==> src/design/drf_pkg.sv <==
`default_nettype none

package drf_pkg;

    localparam int ActionWidth = 2;
    localparam int WordWidth   = 64;
    localparam int ExpWidth    = 11;
    localparam int MantWidth   = 52;

    typedef logic [ActionWidth-1:0] action_t;
    typedef logic [WordWidth-1:0]   word_t;
    typedef logic [ExpWidth-1:0]    exp_t;
    typedef logic [MantWidth-1:0]   mant_t;

    localparam action_t ACT_SPLIT = 2'd0;
    localparam action_t ACT_FLOOR = 2'd1;
    localparam action_t ACT_CEIL  = 2'd2;

    localparam exp_t  EXP_SPECIAL = 11'h7FF;
    localparam exp_t  EXP_BIAS    = 11'd1023;
    localparam exp_t  EXP_ALL_INT = 11'd1075;
    localparam word_t QUIET_BIT   = 64'h0008_0000_0000_0000;
    localparam word_t DEFAULT_NAN = 64'hFFF8_0000_0000_0000;

endpackage

`default_nettype wire

==> src/design/drf_operand_if.sv <==
`default_nettype none

interface drf_operand_if
    import drf_pkg::*;
();
    logic    valid;
    logic    ready;
    action_t action;
    word_t   value_bits;

    modport source (output valid, action, value_bits, input ready);
    modport sink   (input valid, action, value_bits, output ready);
endinterface

`default_nettype wire

==> src/design/drf_result_if.sv <==
`default_nettype none

interface drf_result_if
    import drf_pkg::*;
();
    logic  valid;
    logic  ready;
    word_t integer_part;
    word_t fraction_part;

    modport source (output valid, integer_part, fraction_part, input ready);
    modport sink   (input valid, integer_part, fraction_part, output ready);
endinterface

`default_nettype wire

==> src/design/double_round_and_fraction_split.sv <==
// Channel   Direction  Payload
// operand   in         action (2), value_bits (64)
// result    out        integer_part (64), fraction_part (64)
//
// A request is registered on entry, computed in one pass and registered again on exit.
// One request is accepted per cycle while the entry register is empty or can pass its content on.
// Reset (rst_n low) empties both registers at once.
// A stalled result holds its register, and the entry register keeps accepting while
// the exit register can take its content.
`default_nettype none

module double_round_and_fraction_split
    import drf_pkg::*;
(
    input  wire logic     clk,
    input  wire logic     rst_n,
    drf_operand_if.sink   operand,
    drf_result_if.source  result
);

    logic    in_valid_reg;
    action_t act_reg;
    word_t   x_reg;
    logic    out_valid_reg;
    word_t   ip_reg;
    word_t   fp_reg;

    logic out_free;
    logic in_free;

    assign out_free       = !out_valid_reg || result.ready;
    assign in_free        = !in_valid_reg || out_free;
    assign operand.ready  = in_free;

    exp_t  e;
    logic  neg;
    logic  lo;
    logic  hi;
    logic [5:0] k;
    word_t mask;
    word_t t;
    logic  is_int;
    logic  up;
    word_t r;
    word_t rounded;
    mant_t frac;
    logic [5:0] p;
    logic [5:0] sh;
    mant_t norm;
    word_t split_fp;
    logic  is_rnd;
    word_t ip_next;
    word_t fp_next;

    always_comb
    begin
        e      = x_reg[62:52];
        neg    = x_reg[63];
        lo     = e < EXP_BIAS;
        hi     = e >= EXP_ALL_INT;
        k      = 6'(EXP_ALL_INT - e);
        mask   = (64'd1 << k) - 64'd1;
        if (lo)
        begin
            t      = {neg, 63'd0};
            is_int = x_reg[62:0] == 63'd0;
        end
        else if (hi)
        begin
            t      = x_reg;
            is_int = 1'b1;
        end
        else
        begin
            t      = x_reg & ~mask;
            is_int = (x_reg & mask) == 64'd0;
        end

        is_rnd = (act_reg == ACT_FLOOR) || (act_reg == ACT_CEIL);
        up     = !is_int && (((act_reg == ACT_FLOOR) && neg) ||
                             ((act_reg == ACT_CEIL) && !neg));
        if (!up)
            r = t;
        else if (lo)
            r = {neg, EXP_BIAS, 52'd0};
        else
            r = t + mask + 64'd1;
        rounded = (r[62:0] == 63'd0) ? 64'd0 : r;

        frac = x_reg[51:0] & mask[51:0];
        p    = 6'd0;
        for (int i = 0; i < MantWidth; i++)
        begin
            if (frac[i])
                p = 6'(i);
        end
        sh   = 6'd51 - p;
        norm = frac << sh;
        if (is_int)
            split_fp = 64'd0;
        else if (lo)
            split_fp = x_reg;
        else
            split_fp = {neg, exp_t'(e - 11'd1 - {5'd0, sh}), norm[50:0], 1'b0};

        if (e == EXP_SPECIAL)
        begin
            ip_next = x_reg;
            if (is_rnd)
                fp_next = 64'd0;
            else if (x_reg[51:0] != 52'd0)
                fp_next = x_reg | QUIET_BIT;
            else
                fp_next = DEFAULT_NAN;
        end
        else if (is_rnd)
        begin
            ip_next = rounded;
            fp_next = 64'd0;
        end
        else
        begin
            ip_next = t;
            fp_next = split_fp;
        end
    end

    always_ff @(posedge clk or negedge rst_n)
    begin
        if (!rst_n)
        begin
            in_valid_reg  <= 1'b0;
            out_valid_reg <= 1'b0;
        end
        else
        begin
            if (in_free)
                in_valid_reg <= operand.valid;
            if (out_free)
                out_valid_reg <= in_valid_reg;
        end
    end

    always_ff @(posedge clk)
    begin
        if (in_free && operand.valid)
        begin
            act_reg <= operand.action;
            x_reg   <= operand.value_bits;
        end
        if (out_free && in_valid_reg)
        begin
            ip_reg <= ip_next;
            fp_reg <= fp_next;
        end
    end

    assign result.valid         = out_valid_reg;
    assign result.integer_part  = ip_reg;
    assign result.fraction_part = fp_reg;

    // A request that leaves the entry register always lands in the exit register.
    assert property (@(posedge clk) disable iff (!rst_n)
        in_valid_reg && out_free |=> out_valid_reg)
        else $error("request lost between entry and exit registers");

    // A held request in the entry register keeps its payload.
    assert property (@(posedge clk) disable iff (!rst_n)
        in_valid_reg && !out_free |=> in_valid_reg && $stable(x_reg) && $stable(act_reg))
        else $error("entry register overwritten while blocked");

    // A NaN fraction only comes from a NaN or infinite operand.
    assert property (@(posedge clk) disable iff (!rst_n)
        out_valid_reg && (fp_reg[62:52] == EXP_SPECIAL) |-> ip_reg[62:52] == EXP_SPECIAL)
        else $error("special fraction from a finite operand");

endmodule

`default_nettype wire
==> src/flat_wrapper.sv <==
// flat-port wrapper written by rule: the top's interface ports become plain ports
module double_round_and_fraction_split_flat import drf_pkg::*;
  (clk, rst_n, operand_valid, operand_action, operand_value_bits, operand_ready, result_valid, result_integer_part, result_fraction_part, result_ready);
  drf_operand_if operand_i ();
  drf_result_if result_i ();
  input  wire logic clk;
  input  wire logic rst_n;
  input wire logic [$bits(operand_i.valid)-1:0] operand_valid;
  input wire logic [$bits(operand_i.action)-1:0] operand_action;
  input wire logic [$bits(operand_i.value_bits)-1:0] operand_value_bits;
  output wire logic [$bits(operand_i.ready)-1:0] operand_ready;
  output wire logic [$bits(result_i.valid)-1:0] result_valid;
  output wire logic [$bits(result_i.integer_part)-1:0] result_integer_part;
  output wire logic [$bits(result_i.fraction_part)-1:0] result_fraction_part;
  input wire logic [$bits(result_i.ready)-1:0] result_ready;
  assign operand_i.valid = operand_valid;
  assign operand_i.action = operand_action;
  assign operand_i.value_bits = operand_value_bits;
  assign operand_ready = operand_i.ready;
  assign result_valid = result_i.valid;
  assign result_integer_part = result_i.integer_part;
  assign result_fraction_part = result_i.fraction_part;
  assign result_i.ready = result_ready;
  double_round_and_fraction_split u_core (.clk(clk), .rst_n(rst_n), .operand(operand_i), .result(result_i));
endmodule
==> config.mk <==
export PLATFORM = sky130hd
export DESIGN_NAME = double_round_and_fraction_split_flat
export DESIGN_NICKNAME = d
export VERILOG_FILES = /design/src/design/drf_pkg.sv /design/src/design/drf_operand_if.sv /design/src/design/drf_result_if.sv /design/src/design/double_round_and_fraction_split.sv /design/src/flat_wrapper.sv
export SDC_FILE = /design/constraint.sdc
export NUM_CORES = 1
export LEC_CHECK = 0
export ABC_AREA = 1
export BUFFER_PORTS_ARGS = -buffer_cell sky130_fd_sc_hd__buf_2
export CAP_MARGIN = 20
export CORE_UTILIZATION = 50
export CTS_BUF_LIST = sky130_fd_sc_hd__clkbuf_16
export DETAILED_ROUTE_END_ITERATION = 8
export PLACE_DENSITY = 0.75
export SYNTH_ARGS = -nofsm -noshare
export SYNTH_HDL_FRONTEND = slang
export SYNTH_SLANG_ARGS = --single-unit
==> constraint.sdc <==
create_clock -name clk -period 12.8 [get_ports clk]
set_clock_uncertainty 0.2 [all_clocks]
set_input_delay 1.92 -clock clk [delete_from_list [all_inputs] [get_ports clk]]
set_output_delay 1.92 -clock clk [all_outputs]
set_load 0.01 [all_outputs]
After elaboration in Yosys (flattened, before gate mapping)
Cells that the tools add are included.
Word-level totals
  register bits after elaboration: 196
  input bits: 70
  output and inout port bits: 130
  logic and storage cells: 107
Cells by class
  add/sub/neg operators: 7
  order comparisons: 2
  equality and inequality tests: 3
  shift-type cells: 2
  mux-type cells: 66
  bitwise gates (word level): 4
  reductions and logical operators: 17
Operators by type and width (count)
  2-to-1 mux 64 bit: 12
  AND 64 bit: 2
  zero test 63 bit: 2
  2-to-1 mux 6 bit: 20
  2-to-1 mux 5 bit: 16
  adder 64 x 1 -> 64 bit (second input constant): 1
  adder 64 bit: 1
  zero test 64 bit: 1
  inverter 64 bit: 1
  << shifter 1 x 6 -> 64 bit (first input constant): 1
  subtractor 64 x 1 -> 64 bit (second input constant): 1
  2-to-1 mux 63 bit: 1
  AND 52 bit: 1
  nonzero test 52 bit: 1
  << shifter 52 x 6 -> 51 bit: 1
  2-to-1 mux 4 bit: 8
  2-to-1 mux 3 bit: 4
  subtractor 6 bit (first input constant): 2
  equality test 11 bit (second input constant): 1
  >= comparator 11 bit (second input constant): 1
  less-than comparator 11 x 10 -> 1 bit (second input constant): 1
  subtractor 11 x 1 -> 11 bit (second input constant): 1
  subtractor 11 x 6 -> 11 bit: 1
  logical AND 1 bit: 5
  6 further kinds: 15

Logic depth before layout (Yosys ltp)
  word-level depth: 61
  depth in mapped cells: 76
  depth with buffers taken out: 73

Worst setup path after synthesis
OpenSTA, ideal clock, no wires.
  path type: input-to-reg
  from: input result_ready
  to: register u_core.fp_reg[0], in the netlist u_core.result.fraction_part[0], enable pin
  library setup time: 0.658 ns
  arrival time: 8.119 ns
  data required time: 11.942 ns
  path slack: 3.823 ns
  cell stages on the path: 2
  buffers on the path: 0
  path through: inv_1 a21oi_1
On the way
  word-level cells in the longest chain between the ends: 2
RTL lines
  start: declaration: line flat_wrapper.sv:15  | input wire logic [$bits(result_i.ready)-1:0] result_ready;
  logical OR 1 bit: line double_round_and_fraction_split.sv:31  | assign out_free = !out_valid_reg || result.ready;
  logical AND 1 bit: line double_round_and_fraction_split.sv:151  | if (out_free && in_valid_reg)
  end signal: assignment: line double_round_and_fraction_split.sv:154  | fp_reg <= fp_next;
  end: declaration: line double_round_and_fraction_split.sv:26  | word_t fp_reg;
No other way between the ends.
A chain may end at the register's enable or synchronous reset.

Worst setup path after layout
  from: register u_core.x_reg[54]
  to: register u_core.ip_reg[63], in the netlist u_core.result.integer_part[63], data pin
On the way
  word-level cells in the longest chain between the ends: 15
  elaborated cells between the ends (all ways): 25
  classes of those cells: add/sub: 4; order compare: 2; eq/ne: 1; shift: 1; mux: 9; bitwise: 3; reduce/logical: 5
RTL lines
  start: declaration: line double_round_and_fraction_split.sv:23  | word_t x_reg;
  start signal: assignment: line double_round_and_fraction_split.sv:149  | x_reg <= operand.value_bits;
  subtractor 6 bit: line double_round_and_fraction_split.sv:61  | k = 6'(EXP_ALL_INT - e);
  << shifter 1 x 6 -> 64 bit: line double_round_and_fraction_split.sv:62  | mask = (64'd1 << k) - 64'd1;
  subtractor 64 x 1 -> 64 bit: line double_round_and_fraction_split.sv:62
  inverter 64 bit: line double_round_and_fraction_split.sv:75  | t = x_reg & ~mask;
  AND 64 bit: line double_round_and_fraction_split.sv:75
  2-to-1 mux 64 bit: line double_round_and_fraction_split.sv:68  | else if (hi)
  2-to-1 mux 64 bit: line double_round_and_fraction_split.sv:63  | if (lo)
  adder 64 bit: line double_round_and_fraction_split.sv:87  | r = t + mask + 64'd1;
  adder 64 x 1 -> 64 bit: line double_round_and_fraction_split.sv:87
  2-to-1 mux 64 bit: line double_round_and_fraction_split.sv:84  | else if (lo)
  2-to-1 mux 64 bit: line double_round_and_fraction_split.sv:82  | if (!up)
  zero test 63 bit: line double_round_and_fraction_split.sv:88  | rounded = (r[62:0] == 63'd0) ? 64'd0 : r;
  2-to-1 mux 64 bit: line double_round_and_fraction_split.sv:88
  2-to-1 mux 64 bit: line double_round_and_fraction_split.sv:116  | else if (is_rnd)
  2-to-1 mux 64 bit (*): line double_round_and_fraction_split.sv:106  | if (e == EXP_SPECIAL)
  net u_core.ip_next[63]: line double_round_and_fraction_split.sv:52  | word_t ip_next;
  end signal: assignment: line double_round_and_fraction_split.sv:153  | ip_reg <= ip_next;
  end: declaration: line double_round_and_fraction_split.sv:25  | word_t ip_reg;
Mark *: on every way through the listed nets, which the timed path passes. The rest lies on a longest branch.

==> reports/results.tsv <==
stage	metric	value	unit
sta	Max Freq	99.8	MHz
setup_path	number of cells on the worst reg-to-reg path	53	
setup_path	CP endpoint kind	flip-flop	
sta	final period utilization	78.3	%
power	P_int	1.90	mW
power	Peak VDD IR	0.134	mV
drt	Post-DRT Antenna Nets	0	
drt	DR vias/cell	6.02	
logic_synthesis	Synth async-reset ratio	1.02	%
clock_network	CTS Buf Count	17	
final_layout	Multi-input gate area	11100	um^2
clock_network	post-CTS sizing	0	
setup_path	Most common cell on crit path	nand2_1	
power	leakage power	10.3	nW
logic_synthesis	Synth top area share	30.9	%
grt	total grt overflow	0	
setup_path	critical path depth	53	
logic_synthesis	top post-synthesis cells by area	edfxtp_1, nand2_1, nand3_1	
logic_synthesis	Synth warnings	0	
logic_synthesis	Main synth FF type	edfxtp_1	
sta	min Tclk post-route	10020	ps
floorplanning	die height	196	um
grt	pin count of the biggest net entering global routing	107	
place	Placed Cells	3421	
clock_network	Post-CTS Setup Repair Bufs	0	
floorplanning	initial core utilization	51.1	%
setup_path	RR Startpoint	u_core.x_reg[54]	
setup_path	r2r setup slk	2780	ps
final_layout	most frequent cells in the layout	nand2_1, nand3_1, inv_1	
final_layout	commonest non-fill, non-tap cell in the layout	nand2_1	
grt	number of global-route vias before repair	19205	
setup_path	WS Path Type	reg -> reg	
sta	headroom to the max-slew limit	26.3	%
place	PortBufs	199	
setup_path	FF-to-FF End	u_core.result.integer_part[63]	
hold_path	Worst Min Path Start	u_core.in_valid_reg	
hold_path	Hold Path Stages	2	
hold_path	hold endpoint	u_core.result.valid	
setup_path	CP peak stage delay	720	ps
clock_network	CTS tree	built	
setup_path	Crit path required time	12840	ps
final_layout	Final #Nets	3081	
power	Switching Fraction	54.1	%
job	Max Cap Violations	0	
clock_network	insertion delay to the later sink of the worst-skew pair	500	ps
final_layout	Fill cells	3581	
sta	RSZ-0062 raised after global routing	false	
place	gpl congestion	1.07	
clock_network	clk sinks	196	
drt	wire per inst	22.3	um
floorplanning	Cell Rows	70	
final_layout	fin cells	3453	
floorplanning	Total Die Area	38400	um^2
clock_network	CTS hold repair buffers	0	
setup_path	Bufs and invs on worst path	4	
sta	Final Hold Vio Count	0	
grt	first-pass GRT wire length	115000	um
floorplanning	Die Wd	196	um
drt	Vias	20790	
status	status	finished clean	
logic_synthesis	register area share after synthesis	31.2	%
sta	Setup violations, final	0	
sta	Setup WS post-layout	2780	ps
power	Sequential Power Share	21.4	%
sta	Min Hold Slack	320	ps
logic_synthesis	Avg Synthesized Cell Area	6.66	um^2
power	Net Switching	2.23	mW
place	dpl hpwl	59100	um
logic_synthesis	Cells after Synth	2826	
logic_synthesis	synthesized area	18800	um^2
sta	Slew Viols, Final	0	
drt	DRT Pass-1 Iters	8	
drt	DRC Markers	0	
place	Placement Setup Slack	3210	ps
final_layout	share of cells above drive strength 1	11.5	%
setup_path	Slowest-stage cell, CP	edfxtp_1	
setup_path	Critical Path AT	10060	ps
power	Pwr Density	201	nW/um^2
power	combinational power share	65.4	%
setup_path	cell family with most CP delay	simple AND/OR/NAND/NOR gates	
final_layout	Reg area	5880	um^2
logic_synthesis	post-synth top area cell	edfxtp_1	
logic_synthesis	number of synthesized register bits	196	
clock_network	Root Driver	clkbuf_16	
clock_network	clock buffer depth	2	
final_layout	post-layout util	55.8	%
setup_path	crit-path max FO	14	
final_layout	ant diodes	0	
hold_path	HP Class	reg -> reg	
sta	setup TNS	0	ps
drt	WL final	77100	um
logic_synthesis	Syn Nets	2971	
power	Clock power frac	13.2	%
sta	Worst-Margin Slew	1080	ps
floorplanning	I/O pin cnt	200	
clock_network	CTS H-tree lvls	4	
logic_synthesis	number of synthesized flops with an enable pin	194	
grt	GRT Util Overall	39.9	%
clock_network	clk slew on worst S/H paths	90	ps
grt	initial antenna violation count	0	
setup_path	CP Launch Type	flip-flop	
final_layout	Area Overhead vs Synth	9.30	%
drt	initial drt markers	2226	
logic_synthesis	Yosys cell types	62	
floorplanning	area of the core	36900	um^2
worst max path at each step:
stage                                 from                              to  slack (ps)
after floorplan               result_ready  u_core.result.fraction_part[0]        3820
after global placement    u_core.x_reg[54]  u_core.result.integer_part[63]        3150
after detailed placement  u_core.x_reg[54]  u_core.result.integer_part[63]        3210
after CTS                 u_core.x_reg[54]  u_core.result.integer_part[63]        3160
after global routing      u_core.x_reg[54]  u_core.result.integer_part[63]        2130
final                     u_core.x_reg[54]  u_core.result.integer_part[63]        2780
worst reg2reg max path: cells and delay by family, from the launching register on:
| kind | cells | cell delay (ps) |
|---|---|---|
| simple gates | 32 | 4100 |
| compound gates | 14 | 3160 |
| fa+ha+maj | 2 | 850 |
| flops | 1 | 720 |
| buf+inv | 4 | 560 |
| xor+xnor | 1 | 170 |
cells in the mapped netlist, drive strengths merged (5+ instances only):
master and n:
a21o 5, a21oi 143, buf 68, edfxtp 194
nand3 399, or4 5, o22ai 40, nand2 812
o21ai 153, o21bai 8, nor4 23, inv 327
nor2 247, a31oi 33, o211ai 17, nand4 36
xnor2 39, a211oi 14, xor2 46, a22oi 5
ha 73, clkbuf 62, nor3 35
metal layers:
metal  GRT usage (%)  routed length (um)  up-vias
li1                -                   -     9725
met1            52.3               31400     9592
met2            62.9               34200     1244
met3            8.13                7650      229
met4            19.4                3890        0
met5               0                   0        -
metrics by stage:
step	cell area (um^2)	total power [mW]
after floorplan	18800	2.75
after global placement	20000	3.46
after detailed placement	20000	3.47
after CTS	20600	4.02
after global routing	20600	4.39
final	20600	4.13
cell type report:
| cell class | instances | share of cell area (%) |
|---|---|---|
| multi-input cells | 2169 | 53.9 |
| flip-flops and latches | 196 | 28.5 |
| inverters | 331 | 6.05 |
| repair buffers | 221 | 5.64 |
| well taps | 504 | 3.06 |
| clock buffers | 17 | 2.07 |
| clock inverters | 15 | 0.717 |
power groups by stage:
stage | combinational, mW | sequential [mW] | clock (mW)
6_report | 2.70 | 0.884 | 0.545
5_1_grt | 2.93 | 0.890 | 0.568
4_1_cts | 2.59 | 0.883 | 0.549
3_5_place_dp | 2.58 | 0.895 | 0
3_3_place_gp | 2.57 | 0.893 | 0
2_1_floorplan | 1.82 | 0.929 | 0
logic make-up (layout without fill, tap and decap cells):
family / after synthesis / count (layout) / share of synthesized area [%]
simple gates: 1571 / 1571 / 36.5
buf+inv: 461 / 584 / 10.0
compound gates: 438 / 438 / 13.2
flops: 196 / 196 / 31.2
xor+xnor: 85 / 85 / 3.95
fa+ha+maj: 75 / 75 / 5.06
Note: power is estimated with default switching activity, not from simulation.
